$ cat src/rtl/fpp_pkg.sv
// shared types, constants and the piece lookup of the position parser
`default_nettype none

package fpp_pkg;

	localparam int CLOCK_BITS_DEF = 16;
	localparam int QUEUE_AW = 2;
	localparam int QUEUE_DEPTH = 1 << QUEUE_AW;

	localparam logic KIND_WRITE = 1'b0;
	localparam logic KIND_SUMMARY = 1'b1;

	localparam logic [7:0] CH_SPACE = 8'h20;
	localparam logic [7:0] CH_TAB = 8'h09;
	localparam logic [7:0] CH_CR = 8'h0D;
	localparam logic [7:0] CH_ZERO = 8'h30;
	localparam logic [7:0] CH_ONE = 8'h31;
	localparam logic [7:0] CH_NINE = 8'h39;
	localparam logic [7:0] CH_SLASH = 8'h2F;
	localparam logic [7:0] CH_DASH = 8'h2D;
	localparam logic [7:0] CH_LOW_A = 8'h61;
	localparam logic [7:0] CH_LOW_W = 8'h77;

	typedef struct packed {
		logic       last;
		logic       ws;
		logic       is_digit;
		logic [3:0] digit;
		logic [3:0] piece;
		logic       slash;
		logic       is_w;
		logic       is_dash;
		logic [3:0] castle_mask;
		logic [2:0] pfile;
		logic [2:0] prank;
	} token_t;

	typedef struct packed {
		logic        kind;
		logic [5:0]  square;
		logic [3:0]  piece;
		logic        white_to_move;
		logic [3:0]  castling;
		logic [6:0]  passant_square;
		logic [15:0] halfmove_count;
		logic [15:0] fullmove_count;
	} result_t;

	function automatic logic [3:0] piece_code(input logic [7:0] c);
		case (c)
			"P": piece_code = 4'd1;
			"N": piece_code = 4'd2;
			"B": piece_code = 4'd3;
			"R": piece_code = 4'd4;
			"Q": piece_code = 4'd5;
			"K": piece_code = 4'd6;
			"p": piece_code = 4'd9;
			"n": piece_code = 4'd10;
			"b": piece_code = 4'd11;
			"r": piece_code = 4'd12;
			"q": piece_code = 4'd13;
			"k": piece_code = 4'd14;
			default: piece_code = 4'd0;
		endcase
	endfunction

	function automatic logic [3:0] castle_code(input logic [7:0] c);
		case (c)
			"K": castle_code = 4'b0001;
			"Q": castle_code = 4'b0010;
			"k": castle_code = 4'b0100;
			"q": castle_code = 4'b1000;
			default: castle_code = 4'b0000;
		endcase
	endfunction

endpackage

`default_nettype wire

$ cat src/rtl/fen_position_parser_top.sv
// top level of the chess position text parser
// Input: one ASCII character per transaction on s_axis_tdata, s_axis_tlast on the
// final character of a position. Output: one transaction per on-board piece letter of the
// placement field (m_axis_tuser 0, square and piece) and one summary transaction
// after the final character (m_axis_tuser 1: side, castling, en passant, clocks).
// Characters that write nothing produce no output transaction.
// A result is registered: the token of its character is written into the queue,
// then read, applied and registered in the output register; an output stall holds it in the queue.
// Throughput: one character per cycle sustained while m_axis_tready stays high, set by
// the state update of the back end; the four-entry token queue absorbs short stalls.
// When m_axis_tready is low the output register holds, the queue fills, and
// s_axis_tready drops once four tokens are waiting.
// Reset (arst_n low) empties the queue, drops any pending result and returns the
// parser to the placement field at rank 7, file 0; the state also returns there
// after every summary.
`default_nettype none

module fen_position_parser_top #(
	parameter int CLOCK_BITS = fpp_pkg::CLOCK_BITS_DEF
) (
	input  wire logic        clk,
	input  wire logic        arst_n,
	input  wire logic        s_axis_tvalid,
	output logic             s_axis_tready,
	input  wire logic [7:0]  s_axis_tdata,   // char_code
	input  wire logic        s_axis_tlast,
	output logic             m_axis_tvalid,
	input  wire logic        m_axis_tready,
	output logic [55:0]      m_axis_tdata,   // square, piece, white_to_move, castling,
	                                         // passant_square, halfmove_count, fullmove_count
	output logic             m_axis_tuser    // kind
);
	import fpp_pkg::*;

	logic    push;
	logic    pop;
	logic    full;
	logic    empty;
	token_t  push_token;
	token_t  head;
	result_t result;

	fpp_front u_front (
		.s_axis_tvalid (s_axis_tvalid),
		.s_axis_tready (s_axis_tready),
		.s_axis_tdata  (s_axis_tdata),
		.s_axis_tlast  (s_axis_tlast),
		.full          (full),
		.push          (push),
		.token         (push_token)
	);

	fpp_queue u_queue (
		.clk        (clk),
		.arst_n     (arst_n),
		.push       (push),
		.push_token (push_token),
		.pop        (pop),
		.head       (head),
		.full       (full),
		.empty      (empty)
	);

	fpp_back #(
		.CLOCK_BITS (CLOCK_BITS)
	) u_back (
		.clk     (clk),
		.arst_n  (arst_n),
		.empty   (empty),
		.tok     (head),
		.pop     (pop),
		.m_valid (m_axis_tvalid),
		.m_ready (m_axis_tready),
		.result  (result)
	);

	assign m_axis_tuser = result.kind;
	assign m_axis_tdata = {2'b00, result.fullmove_count, result.halfmove_count,
		result.passant_square, result.castling, result.white_to_move,
		result.piece, result.square};

`ifndef SYNTHESIS
	assert property (@(posedge clk) disable iff (!arst_n)
		m_axis_tvalid && (m_axis_tuser == KIND_WRITE) |-> m_axis_tdata[9:6] != 4'd0)
		else $error("square write without a piece");

	assert property (@(posedge clk) disable iff (!arst_n)
		m_axis_tvalid && (m_axis_tuser == KIND_WRITE) |-> m_axis_tdata[55:10] == '0)
		else $error("square write carries summary fields");

	assert property (@(posedge clk) disable iff (!arst_n)
		m_axis_tvalid && (m_axis_tuser == KIND_SUMMARY) |-> m_axis_tdata[9:0] == '0)
		else $error("summary carries square fields");

	assert property (@(posedge clk) disable iff (!arst_n)
		full |-> !s_axis_tready)
		else $error("input taken while token queue full");
`endif

endmodule

`default_nettype wire

$ cat src/rtl/fpp_front.sv
// front end: accepts characters and classifies them into tokens
`default_nettype none

module fpp_front (
	input  wire logic            s_axis_tvalid,
	output logic                 s_axis_tready,
	input  wire logic [7:0]      s_axis_tdata,
	input  wire logic            s_axis_tlast,
	input  wire logic            full,
	output logic                 push,
	output fpp_pkg::token_t      token
);
	import fpp_pkg::*;

	logic [7:0] c;
	logic [7:0] fdiff;
	logic [7:0] rdiff;

	assign c = s_axis_tdata;
	assign fdiff = c - CH_LOW_A;
	assign rdiff = c - CH_ONE;

	assign s_axis_tready = !full;
	assign push = s_axis_tvalid && !full;

	always_comb begin
		token.last = s_axis_tlast;
		token.ws = (c == CH_SPACE) || (c inside {[CH_TAB:CH_CR]});
		token.is_digit = c inside {[CH_ZERO:CH_NINE]};
		token.digit = c[3:0];
		token.piece = piece_code(c);
		token.slash = (c == CH_SLASH);
		token.is_w = (c == CH_LOW_W);
		token.is_dash = (c == CH_DASH);
		token.castle_mask = castle_code(c);
		token.pfile = fdiff[2:0];
		token.prank = rdiff[2:0];
	end

endmodule

`default_nettype wire

$ cat src/rtl/fpp_queue.sv
// short token queue between the front end and the back end
`default_nettype none

module fpp_queue (
	input  wire logic             clk,
	input  wire logic             arst_n,
	input  wire logic             push,
	input  wire fpp_pkg::token_t  push_token,
	input  wire logic             pop,
	output fpp_pkg::token_t       head,
	output logic                  full,
	output logic                  empty
);
	import fpp_pkg::*;

	token_t               slots_q [QUEUE_DEPTH];
	logic [QUEUE_AW-1:0]  wr_ptr_q;
	logic [QUEUE_AW-1:0]  rd_ptr_q;
	logic [QUEUE_AW:0]    count_q;

	assign full = (count_q == (QUEUE_AW+1)'(QUEUE_DEPTH));
	assign empty = (count_q == '0);
	assign head = slots_q[rd_ptr_q];

	always_ff @(posedge clk) begin
		if (push) begin
			slots_q[wr_ptr_q] <= push_token;
		end
	end

	always_ff @(posedge clk or negedge arst_n) begin
		if (!arst_n) begin
			wr_ptr_q <= '0;
			rd_ptr_q <= '0;
			count_q <= '0;
		end else begin
			if (push) begin
				wr_ptr_q <= wr_ptr_q + 1'b1;
			end
			if (pop) begin
				rd_ptr_q <= rd_ptr_q + 1'b1;
			end
			if (push && !pop) begin
				count_q <= count_q + 1'b1;
			end else if (pop && !push) begin
				count_q <= count_q - 1'b1;
			end
		end
	end

endmodule

`default_nettype wire

$ cat src/rtl/fpp_back.sv
// back end: field tracking, square writes and the position summary
`default_nettype none

module fpp_back #(
	parameter int CLOCK_BITS = fpp_pkg::CLOCK_BITS_DEF
) (
	input  wire logic             clk,
	input  wire logic             arst_n,
	input  wire logic             empty,
	input  wire fpp_pkg::token_t  tok,
	output logic                  pop,
	output logic                  m_valid,
	input  wire logic             m_ready,
	output fpp_pkg::result_t      result
);
	import fpp_pkg::*;

	localparam logic [2:0] FLD_PLACE = 3'd0;
	localparam logic [2:0] FLD_SIDE = 3'd1;
	localparam logic [2:0] FLD_CASTLE = 3'd2;
	localparam logic [2:0] FLD_PASSANT = 3'd3;
	localparam logic [2:0] FLD_HALF = 3'd4;
	localparam logic [2:0] FLD_FULL = 3'd5;
	localparam logic [2:0] FLD_EXTRA = 3'd6;

	logic [2:0]            field_q, field_d;
	logic                  in_sep_q, in_sep_d;
	logic                  started_q, started_d;
	logic [2:0]            rank_q, rank_d;
	logic                  rank_gone_q, rank_gone_d;
	logic [3:0]            file_q, file_d;
	logic                  side_flag_q, side_flag_d;
	logic [1:0]            side_len_q, side_len_d;
	logic [3:0]            castle_q, castle_d;
	logic [2:0]            pfile_q, pfile_d;
	logic [2:0]            prank_q, prank_d;
	logic                  pvalid_q, pvalid_d;
	logic [1:0]            pcount_q, pcount_d;
	logic [CLOCK_BITS-1:0] half_q, half_d;
	logic [CLOCK_BITS-1:0] full_q, full_d;
	logic                  dstop_q, dstop_d;

	logic                  emit;
	logic [5:0]            wsq;
	logic [4:0]            file_sum;
	logic [CLOCK_BITS-1:0] acc_sel;
	logic [CLOCK_BITS+3:0] acc_next;
	logic [CLOCK_BITS-1:0] acc_sat;
	logic [CLOCK_BITS+15:0] half_ext;
	logic [CLOCK_BITS+15:0] full_ext;
	logic [15:0]           half_out;
	logic [15:0]           full_out;

	logic                  out_valid_q;
	result_t               out_q;

	assign pop = !empty && (!out_valid_q || m_ready);
	assign m_valid = out_valid_q;
	assign result = out_q;

	// acc * 10 + digit with saturation
	assign acc_sel = (field_d == FLD_HALF) ? half_q : full_q;
	assign acc_next = {1'b0, acc_sel, 3'b000} + {3'b000, acc_sel, 1'b0}
		+ (CLOCK_BITS+4)'(tok.digit);
	assign acc_sat = (acc_next[CLOCK_BITS+3:CLOCK_BITS] != '0) ? '1 : acc_next[CLOCK_BITS-1:0];
	assign file_sum = {1'b0, file_q} + {1'b0, tok.digit};

	always_comb begin
		field_d = field_q;
		in_sep_d = in_sep_q;
		started_d = started_q;
		rank_d = rank_q;
		rank_gone_d = rank_gone_q;
		file_d = file_q;
		side_flag_d = side_flag_q;
		side_len_d = side_len_q;
		castle_d = castle_q;
		pfile_d = pfile_q;
		prank_d = prank_q;
		pvalid_d = pvalid_q;
		pcount_d = pcount_q;
		half_d = half_q;
		full_d = full_q;
		dstop_d = dstop_q;
		emit = 1'b0;
		wsq = {rank_q, file_q[2:0]};
		if (tok.ws) begin
			if (started_q) begin
				in_sep_d = 1'b1;
			end
		end else begin
			if (in_sep_q) begin
				if (field_q < FLD_EXTRA) begin
					field_d = field_q + 3'd1;
				end
				in_sep_d = 1'b0;
				pcount_d = 2'd0;
				dstop_d = 1'b0;
			end
			started_d = 1'b1;
			case (field_d)
				FLD_PLACE: begin
					if (tok.piece != 4'd0) begin
						emit = !rank_gone_q && !file_q[3];
						file_d = file_q[3] ? file_q : file_q + 4'd1;
					end else if (tok.is_digit) begin
						file_d = (file_sum > 5'd8) ? 4'd8 : file_sum[3:0];
					end else if (tok.slash) begin
						if (rank_q == 3'd0) begin
							rank_gone_d = 1'b1;
						end else begin
							rank_d = rank_q - 3'd1;
						end
						file_d = 4'd0;
					end else begin
						file_d = file_q[3] ? file_q : file_q + 4'd1;
					end
				end
				FLD_SIDE: begin
					if (side_len_q == 2'd0) begin
						side_flag_d = tok.is_w;
					end
					if (side_len_q != 2'd3) begin
						side_len_d = side_len_q + 2'd1;
					end
				end
				FLD_CASTLE: begin
					castle_d = castle_q | tok.castle_mask;
				end
				FLD_PASSANT: begin
					if (pcount_d == 2'd0) begin
						pvalid_d = !tok.is_dash;
						if (!tok.is_dash) begin
							pfile_d = tok.pfile;
						end
					end else if (pcount_d == 2'd1) begin
						prank_d = tok.prank;
					end
					if (pcount_d < 2'd2) begin
						pcount_d = pcount_d + 2'd1;
					end
				end
				FLD_HALF, FLD_FULL: begin
					if (!dstop_d) begin
						if (tok.is_digit) begin
							if (field_d == FLD_HALF) begin
								half_d = acc_sat;
							end else begin
								full_d = acc_sat;
							end
						end else begin
							dstop_d = 1'b1;
						end
					end
				end
				default: begin
				end
			endcase
		end
	end

	assign half_ext = (CLOCK_BITS+16)'(half_d);
	assign full_ext = (CLOCK_BITS+16)'(full_d);
	assign half_out = (half_ext > (CLOCK_BITS+16)'(17'h0FFFF)) ? 16'hFFFF : half_ext[15:0];
	assign full_out = (full_ext > (CLOCK_BITS+16)'(17'h0FFFF)) ? 16'hFFFF : full_ext[15:0];

	always_ff @(posedge clk) begin
		if (pop) begin
			if (tok.last) begin
				out_q.kind <= KIND_SUMMARY;
				out_q.square <= '0;
				out_q.piece <= '0;
				out_q.white_to_move <= side_flag_d && (side_len_d == 2'd1);
				out_q.castling <= castle_d;
				out_q.passant_square <= pvalid_d ? {1'b0, prank_d, pfile_d} : 7'h7F;
				out_q.halfmove_count <= half_out;
				out_q.fullmove_count <= full_out;
			end else begin
				out_q.kind <= KIND_WRITE;
				out_q.square <= wsq;
				out_q.piece <= tok.piece;
				out_q.white_to_move <= 1'b0;
				out_q.castling <= '0;
				out_q.passant_square <= '0;
				out_q.halfmove_count <= '0;
				out_q.fullmove_count <= '0;
			end
		end
	end

	always_ff @(posedge clk or negedge arst_n) begin
		if (!arst_n) begin
			out_valid_q <= 1'b0;
			field_q <= FLD_PLACE;
			in_sep_q <= 1'b0;
			started_q <= 1'b0;
			rank_q <= 3'd7;
			rank_gone_q <= 1'b0;
			file_q <= 4'd0;
			side_flag_q <= 1'b0;
			side_len_q <= 2'd0;
			castle_q <= 4'd0;
			pfile_q <= 3'd0;
			prank_q <= 3'd0;
			pvalid_q <= 1'b0;
			pcount_q <= 2'd0;
			half_q <= '0;
			full_q <= '0;
			dstop_q <= 1'b0;
		end else begin
			if (pop) begin
				out_valid_q <= tok.last || emit;
			end else if (m_ready) begin
				out_valid_q <= 1'b0;
			end
			if (pop) begin
				if (tok.last) begin
					// end of text: back to the start of a new position
					field_q <= FLD_PLACE;
					in_sep_q <= 1'b0;
					started_q <= 1'b0;
					rank_q <= 3'd7;
					rank_gone_q <= 1'b0;
					file_q <= 4'd0;
					side_flag_q <= 1'b0;
					side_len_q <= 2'd0;
					castle_q <= 4'd0;
					pfile_q <= 3'd0;
					prank_q <= 3'd0;
					pvalid_q <= 1'b0;
					pcount_q <= 2'd0;
					half_q <= '0;
					full_q <= '0;
					dstop_q <= 1'b0;
				end else begin
					field_q <= field_d;
					in_sep_q <= in_sep_d;
					started_q <= started_d;
					rank_q <= rank_d;
					rank_gone_q <= rank_gone_d;
					file_q <= file_d;
					side_flag_q <= side_flag_d;
					side_len_q <= side_len_d;
					castle_q <= castle_d;
					pfile_q <= pfile_d;
					prank_q <= prank_d;
					pvalid_q <= pvalid_d;
					pcount_q <= pcount_d;
					half_q <= half_d;
					full_q <= full_d;
					dstop_q <= dstop_d;
				end
			end
		end
	end

endmodule

`default_nettype wire
$ cat config.mk
export PLATFORM = sky130hd
export DESIGN_NAME = fen_position_parser_top
export DESIGN_NICKNAME = d
export VERILOG_FILES = /design/src/rtl/fpp_pkg.sv /design/src/rtl/fen_position_parser_top.sv /design/src/rtl/fpp_front.sv /design/src/rtl/fpp_queue.sv /design/src/rtl/fpp_back.sv
export SDC_FILE = /design/constraint.sdc
export NUM_CORES = 1
export LEC_CHECK = 0
export BUFFER_PORTS_ARGS = -buffer_cell sky130_fd_sc_hd__buf_2
export CORE_MARGIN = 4
export CORE_UTILIZATION = 25
export DETAILED_ROUTE_END_ITERATION = 16
export GPL_TIMING_DRIVEN = 0
export PLACE_DENSITY = 0.5
export SETUP_SLACK_MARGIN = 0.1
export SLEW_MARGIN = 20
export SYNTH_ARGS = -nofsm -noshare
export SYNTH_HDL_FRONTEND = slang
export SYNTH_SLANG_ARGS = --single-unit
$ cat constraint.sdc
create_clock -name clk -period 5.39 [get_ports clk]
set_clock_uncertainty 0.05 [all_clocks]
set_input_delay 1.3475 -clock clk [delete_from_list [all_inputs] [get_ports clk]]
set_output_delay 1.3475 -clock clk [all_outputs]
set_load 0.1 [all_outputs]
Word level (Yosys, flattened, before mapping)
Memories as Yosys holds them, arrays and structs flattened.
Cells that the tools add are included.
{"block": "totals", "regBits": 125, "ramBits": 96, "in_bits": 13, "word_cells": 220, "n_memories": 1}
{"memory": "u_queue.slots_q", "depth": 4, "word_bits": 24, "read_ports": 1, "rd_ports_with_merged_regs": 0, "wr": 1, "line_no": "fpp_queue.sv:16", "rtl": "token_t slots_q [QUEUE_DEPTH];"}
{"block": "op_classes", "n_addsub": 14, "n_lt_le_gt_ge": 9, "n_eq_ne": 31, "n_mux": 99, "bitwise": 1, "n_reduce_logical": 37}
{"operator": "2-to-1 mux 16 bit", "n": 16}
{"operator": "equality test 8 x 7 -> 1 bit, second input constant", "n": 13}
{"operator": "2-to-1 mux 3 bit", "n": 24}
{"operator": "2-to-1 mux 55 bit", "n": 1}
{"operator": "case mux 4 bit (12 select lines)", "n": 1}
{"operator": "2-to-1 mux 4 bit", "n": 11}
{"operator": "2-to-1 mux 1 bit", "n": 34}
{"operator": "> comparator 16 bit, second input constant", "n": 2}
{"operator": "equality test 8 x 6 -> 1 bit, second input constant", "n": 3}
{"operator": "adder 19 x 17 -> 20 bit", "n": 1}
{"operator": "adder 20 x 4 -> 20 bit", "n": 1}
{"operator": "2-to-1 mux 2 bit", "n": 10}
{"operator": "case mux 4 bit (4 select lines)", "n": 1}
{"operator": "AND reduction 7 bit", "n": 2}
{"operator": "equality test 3 bit, second input constant", "n": 4}
{"operator": "subtractor 3 x 1 -> 3 bit, second input constant", "n": 4}
{"operator": "nonzero test 2 bit", "n": 5}
{"operator": "zero test 3 bit", "n": 3}
{"operator": "adder 2 x 1 -> 2 bit, second input constant", "n": 4}
{"operator": ">= comparator 8 x 4 -> 1 bit, second input constant", "n": 1}
{"operator": ">= comparator 8 x 6 -> 1 bit, second input constant", "n": 1}
{"operator": "<= comparator 8 x 4 -> 1 bit, second input constant", "n": 1}
{"operator": "<= comparator 8 x 6 -> 1 bit, second input constant", "n": 1}
{"operator": "logical AND 1 bit", "n": 8}
{"operator": "other kinds (21)", "n": 39}

Logic depth before layout (Yosys ltp)
{"block": "depth", "ltp_word": 19, "mapped_depth": 18, "depth_no_buf": 16}

By module
A second synthesis with hierarchy kept.
{"block": "unflattened", "cells_unflattened": 887, "hier_area_um2": 11025.6}
{"mod": "fpp_back", "n_inst": 1, "cells_each": 662, "area_per_inst_um2": 6687.7}
{"mod": "fpp_queue", "n_inst": 1, "cells_each": 160, "area_per_inst_um2": 3902.5}
{"mod": "fpp_front", "n_inst": 1, "cells_each": 62, "area_per_inst_um2": 416.6}
{"mod": "fen_position_parser_top", "n_inst": 1, "cells_each": 3, "area_per_inst_um2": 18.8}

Least setup slack after synthesis
No wires, ideal clock.
{"block": "synth_timing", "path_type": "flip-flop to flip-flop", "from": "register u_back.field_q[0]", "to": "register u_back.out_q, in the netlist u_back.result[23], data pin", "setup_ns": 0.146, "arrival_ns": 4.959, "t_required_ns": 5.194, "path_slack_ns": 0.235, "stages_incl_launch_ff": 17, "path_buffers": 2, "synth_period_minus_slack_ns": 5.155, "cell_sequence": "dfrtp_1 -> ha_1 -> or3b_2 -> a211oi_1 -> mux2_4 -> clkbuf_1 -> mux2i_1 -> fa_1 -> fa_1 -> nor2b_1 -> o2111ai_1 -> nand4_1 -> a31oi_1 -> xnor2_1 -> buf_2 -> nor3_1 -> a21oi_1"}
{"block": "synth_via", "elab_chain_len": 18}
{"item": "start, declared", "line_no": "fpp_back.sv:26", "rtl": "logic [2:0] field_q, field_d;"}
{"item": "start signal, assigned", "line_no": "fpp_back.sv:236", "rtl": "field_q <= field_d;"}
{"item": "adder 3 x 1 -> 3 bit or < comparator 3 bit (tied branches)", "line_no": "fpp_back.sv:94, fpp_back.sv:93"}
{"item": "2-to-1 mux 3 bit", "line_no": "fpp_back.sv:93", "rtl": "if (field_q < FLD_EXTRA) begin"}
{"item": "2-to-1 mux 3 bit", "line_no": "fpp_back.sv:92", "rtl": "if (in_sep_q) begin"}
{"item": "2-to-1 mux 3 bit (2 in a row)", "line_no": "fpp_back.sv:87", "rtl": "if (tok.ws) begin"}
{"item": "equality test 3 bit", "line_no": "fpp_back.sv:62", "rtl": "assign acc_sel = (field_d == FLD_HALF) ? half_q : full_q;"}
{"item": "2-to-1 mux 16 bit", "line_no": "fpp_back.sv:62"}
{"item": "adder 19 x 17 -> 20 bit", "line_no": "fpp_back.sv:63", "rtl": "assign acc_next = {1'b0, acc_sel, 3'b000} + {3'b000, acc_sel, 1'b0}"}
{"item": "adder 20 x 4 -> 20 bit", "line_no": "fpp_back.sv:64", "rtl": "+ (CLOCK_BITS+4)'(tok.digit);"}
{"item": "nonzero test 4 bit", "line_no": "fpp_back.sv:65", "rtl": "assign acc_sat = (acc_next[CLOCK_BITS+3:CLOCK_BITS] != '0) ? '1 : acc_next[CLOCK_BITS-1:0];"}
{"item": "2-to-1 mux 16 bit", "line_no": "fpp_back.sv:65"}
{"item": "2-to-1 mux 16 bit", "line_no": "fpp_back.sv:146", "rtl": "if (field_d == FLD_HALF) begin"}
{"item": "2-to-1 mux 16 bit", "line_no": "fpp_back.sv:145", "rtl": "if (tok.is_digit) begin"}
{"item": "2-to-1 mux 16 bit", "line_no": "fpp_back.sv:144", "rtl": "if (!dstop_d) begin"}
{"item": "2-to-1 mux 16 bit (*)", "line_no": "fpp_back.sv:101", "rtl": "case (field_d)"}
{"item": "2-to-1 mux 16 bit (*)", "line_no": "fpp_back.sv:87"}
{"item": "> comparator 16 bit", "line_no": "fpp_back.sv:164", "rtl": "assign half_out = (half_ext > (CLOCK_BITS+16)'(17'h0FFFF)) ? 16'hFFFF : half_ext[15:0];"}
{"item": "2-to-1 mux 16 bit (*)", "line_no": "fpp_back.sv:164"}
{"item": "end, declared", "line_no": "fpp_back.sv:55", "rtl": "result_t out_q;"}
Every way passes the cells marked *; elsewhere a longest branch is shown, timed or not. The select of a mux whose other input is x is not followed.
A chain may end at the register's enable or synchronous reset.

Worst setup path after layout
{"block": "layout_timing", "from": "register u_back.field_q[0]", "to": "register u_back.out_q, in the netlist u_back.result[26], data pin"}
The elaborated chain is that of the path after synthesis.

==> flow_summary.toml <==
[run_status]
status = "completed"

[die]
fp-row-count = 74
initial_utilization_pct = 25.2
die_area_um2 = 44600
io_pins = 72
die_y_um = 211
die_w_um = 211
core-area_um2 = 40800

[global_routing]
grt_pass1_wl_mm = 39.8
antenna_found_initial = 1
grt.overflow.total = 0
track_usage_pct = 11.1
grt_pass1_vias = 7036
grt_max_degree = 38

[detailed_routing]
wirelength_mm = 25.3
via_count = 6927
viasPerCell = 4.68
drc_errors = 0
first_pass_iters = 5
post_drt_wl_per_cell_um = 17.1
drtAntennaViolNets = 0
first_iter_violations = 413

[clock_network]
clk_pin_slew_ns = 0.07
clock-sinks = 209
cts_tree = "done"
hold_buffers = 0
clk_latency_ns = 0.53
clock-root-buffer = "clkbuf_16"
clk_path_buf_depth = 3
cts_buffers = 24
h-tree-depth = 1

[synth]
synth_cell_types = 68
yosysTopAreaCell = "edfxtp_1"
synthMuxAreaShare_pct = 7.39
ys_seq_elements = 209
synth-xor-area-share_pct = 1.87
ys_async_sr_fraction_pct = 33.5
yosys.area.top_type_share_pct = 40.5
synthesis.area_per_instance_um2 = 12.5
synthCells = 824
synthFlopType = "edfxtp_1"
yosysWarnings = 0
synth_area_leaders = "edfxtp_1, dfrtp_1, ha_1, mux4_2, o21ai_0"
yosysSeqAreaShare_pct = 57.5
synth_compound_area_share_pct = 12.7
synthesis.area_um2 = 10300
synth-edff-count = 139
synth_top_family_by_area = "compound AO/OA/AOI/OAI gates"
synth-adder-area-share_pct = 7.09
synthSimpleGateAreaFrac_pct = 10.8

[layout]
drive_gt1_share_pct = 21.4
areaGrowthSynthToFinish_pct = 19.9
mostFrequentLayoutCell = "edfxtp_1"
final_nets = 1000
final_area_um2 = 12400
final_cell_mix = "edfxtp_1, o21ai_0, buf_2, nand2_1, dfrtp_1"
antenna_cells = 0
fillers = 4136
utilization_pct = 30.3

[critical_path]
reg2reg_depth = 19
path_buf_inv = 4
crit_path_max_fanout = 10
crit_end = "u_back.result[26]$_SDFFCE_PN0P_"
slowest_delay_ns = 0.46
critPathRequiredTime_ns = 5.59
timing.rr.end = "u_back.result[26]$_SDFFCE_PN0P_"
start_kind = "flip-flop"
r2r_setup_slack_ns = 0.29
crit_type = "reg2reg"
critPathSlowestCell = "dfrtp_1"
arrival_ns = 5.31
cp_num_cells = 19
end_kind = "flip-flop"
timing.rr.start = "u_back.field_q[0]$_DFFE_PN0P_"
startpoint = "u_back.field_q[0]$_DFFE_PN0P_"
critPathTopFamily = "adder cells"
worstPathCellList = "ha_2 -> or3b_2 -> a211oi_1 -> mux2_4 -> buf_4 -> mux2_2 -> ha_1 -> ha_1 -> inv_1 -> fa_1 -> nor2b_2 -> o2111ai_1 -> nand4_1 -> a31oi_1 -> xnor2_2 -> buf_4 -> clkbuf_16 -> nor3_4 -> a21oi_1"

[pwr]
power.total_mw = 6.73
powerDensity_nw_per_um2 = 544
ir_drop_v = 0.000392
p_leak_nw = 5.01

[placement]
portBuffers = 68
placed_area_um2 = 11400
dp_slack_ns = -0.767
gp_congestion = 0.811
hpwl_mm = 18.3

[sta]
hold_viol = 0
max_freq_ghz = 0.196
rsz0062_at_grt = "false"
report.final.slew_viol_count = 0
fin_crit_sh_pct = 94.7
setup_viol = 0
slew_headroom_pct = 31.7
worst_pin_slew_ns = 1.02
setup_slack_ns = 0.286
layout_min_cycle_time_ns = 5.10

[worst_hold_path]
hold_path_class = "reg2reg"

[flow_run]
drv_cap = 0
[repair_timing]
item,in CTS,in global routing
pin swaps,2,2
gates resized for setup,8,17
gates cloned,0,1
buffers inserted,1,9
endpoints found under the setup margin,64,64
[where the power goes]
part,leakage (nW),switching [mW],internal [mW]
clock,0.378,0.650,0.936
sequential,2.33,0.129,2.12
combinational,2.31,2.26,0.644
total,5.01,3.03,3.70
[cell usage after synthesis (7+ instances only)]
cell	count
edfxtp_1	139
a21oi_1	66
ha_1	52
nor3_4	9
nand2_1	68
clkbuf_1	30
mux2i_1	9
xor2_1	10
mux2_2	17
nor2b_1	14
dfrtp_1	67
o21a_1	7
nor2_1	47
o21ai_0	87
a31oi_1	10
mux4_2	20
xnor2_1	12
a21o_1	8
inv_1	26
nor3_1	16
a32o_1	8
[how the worst min path moves through the flow]
stage	from	end	slack (ns)	cells after the start
finish	u_back.dstop_q$_DFFE_PN0P_	u_back.dstop_q$_DFFE_PN0P_	0.42	2
global route	u_back.prank_q[0]$_DFFE_PN0P_	u_back.prank_q[0]$_DFFE_PN0P_	0.45	1
CTS	u_back.dstop_q$_DFFE_PN0P_	u_back.dstop_q$_DFFE_PN0P_	0.42	2
detailed placement	u_back.dstop_q$_DFFE_PN0P_	u_back.dstop_q$_DFFE_PN0P_	0.41	2
global placement	u_back.dstop_q$_DFFE_PN0P_	u_back.dstop_q$_DFFE_PN0P_	0.41	2
floorplan	u_back.dstop_q$_DFFE_PN0P_	u_back.dstop_q$_DFFE_PN0P_	0.39	2
[layer usage]
layer	vias to the layer above	wire length (um)	track usage, %
met1	3474	12100	15.8
met3	33	1150	2.35
met4	2	511	2.37
met5	-	13	0
met2	121	11500	17.6
li1	3297	-	-
[worst reg2reg max path, cell delays in order (launching register included)]
cell and delay [ns]:
dfrtp_1 0.46, ha_2 0.25, or3b_2 0.46, a211oi_1 0.23, mux2_4 0.24, buf_4 0.21, mux2_2 0.39, ha_1 0.30
ha_1 0.17, inv_1 0.06, fa_1 0.41, nor2b_2 0.19, o2111ai_1 0.20, nand4_1 0.16, a31oi_1 0.13, xnor2_2 0.19
buf_4 0.17, clkbuf_16 0.16, nor3_4 0.29, a21oi_1 0.12
[sequential cells by signal (all words and copies together) (netlist names), 3 cells and up]
signal,count
u_back.castle_q,4
u_back.field_q,3
u_back.file_q,4
u_back.full_q,16
u_back.half_q,16
u_back.pfile_q,3
u_back.prank_q,3
u_back.rank_q,3
u_back.result,55
u_queue.count_q,3
u_queue.slots_q,84
[area by class of cell]
cell class | instances | area, um2 | area share, %
plain buffers | 36 | 188 | 1.52
clock buffers | 31 | 637 | 5.15
clock inverters | 13 | 131 | 1.06
inverters | 27 | 101 | 0.820
multi-input cells | 552 | 4210 | 34.1
flip-flops and latches | 209 | 5930 | 48.0
well taps | 532 | 666 | 5.38
repair buffers | 81 | 495 | 4.01
[cells by family (layout without fill, tap and decap cells)]
logic type,after synthesis,in the layout
AO/OA/AOI/OAI,221,221
flip-flops,209,209
AND/OR/NAND/NOR,203,203
buffers and inverters,64,188
adder cells (fa/ha/maj),56,56
multiplexers,48,48
XOR/XNOR,22,22
other,1,2
[per-stage QoR]
step	cells	hold WS, ns	setup TNS, ns
after detailed placement	1427	0.410	-29.89
after floorplan	825	0.391	0
after global routing	1481	0.450	0
final	1481	0.418	0
after global placement	1425	0.406	-52.41
after CTS	1471	0.423	0
(Power assumes the default switching activity.)
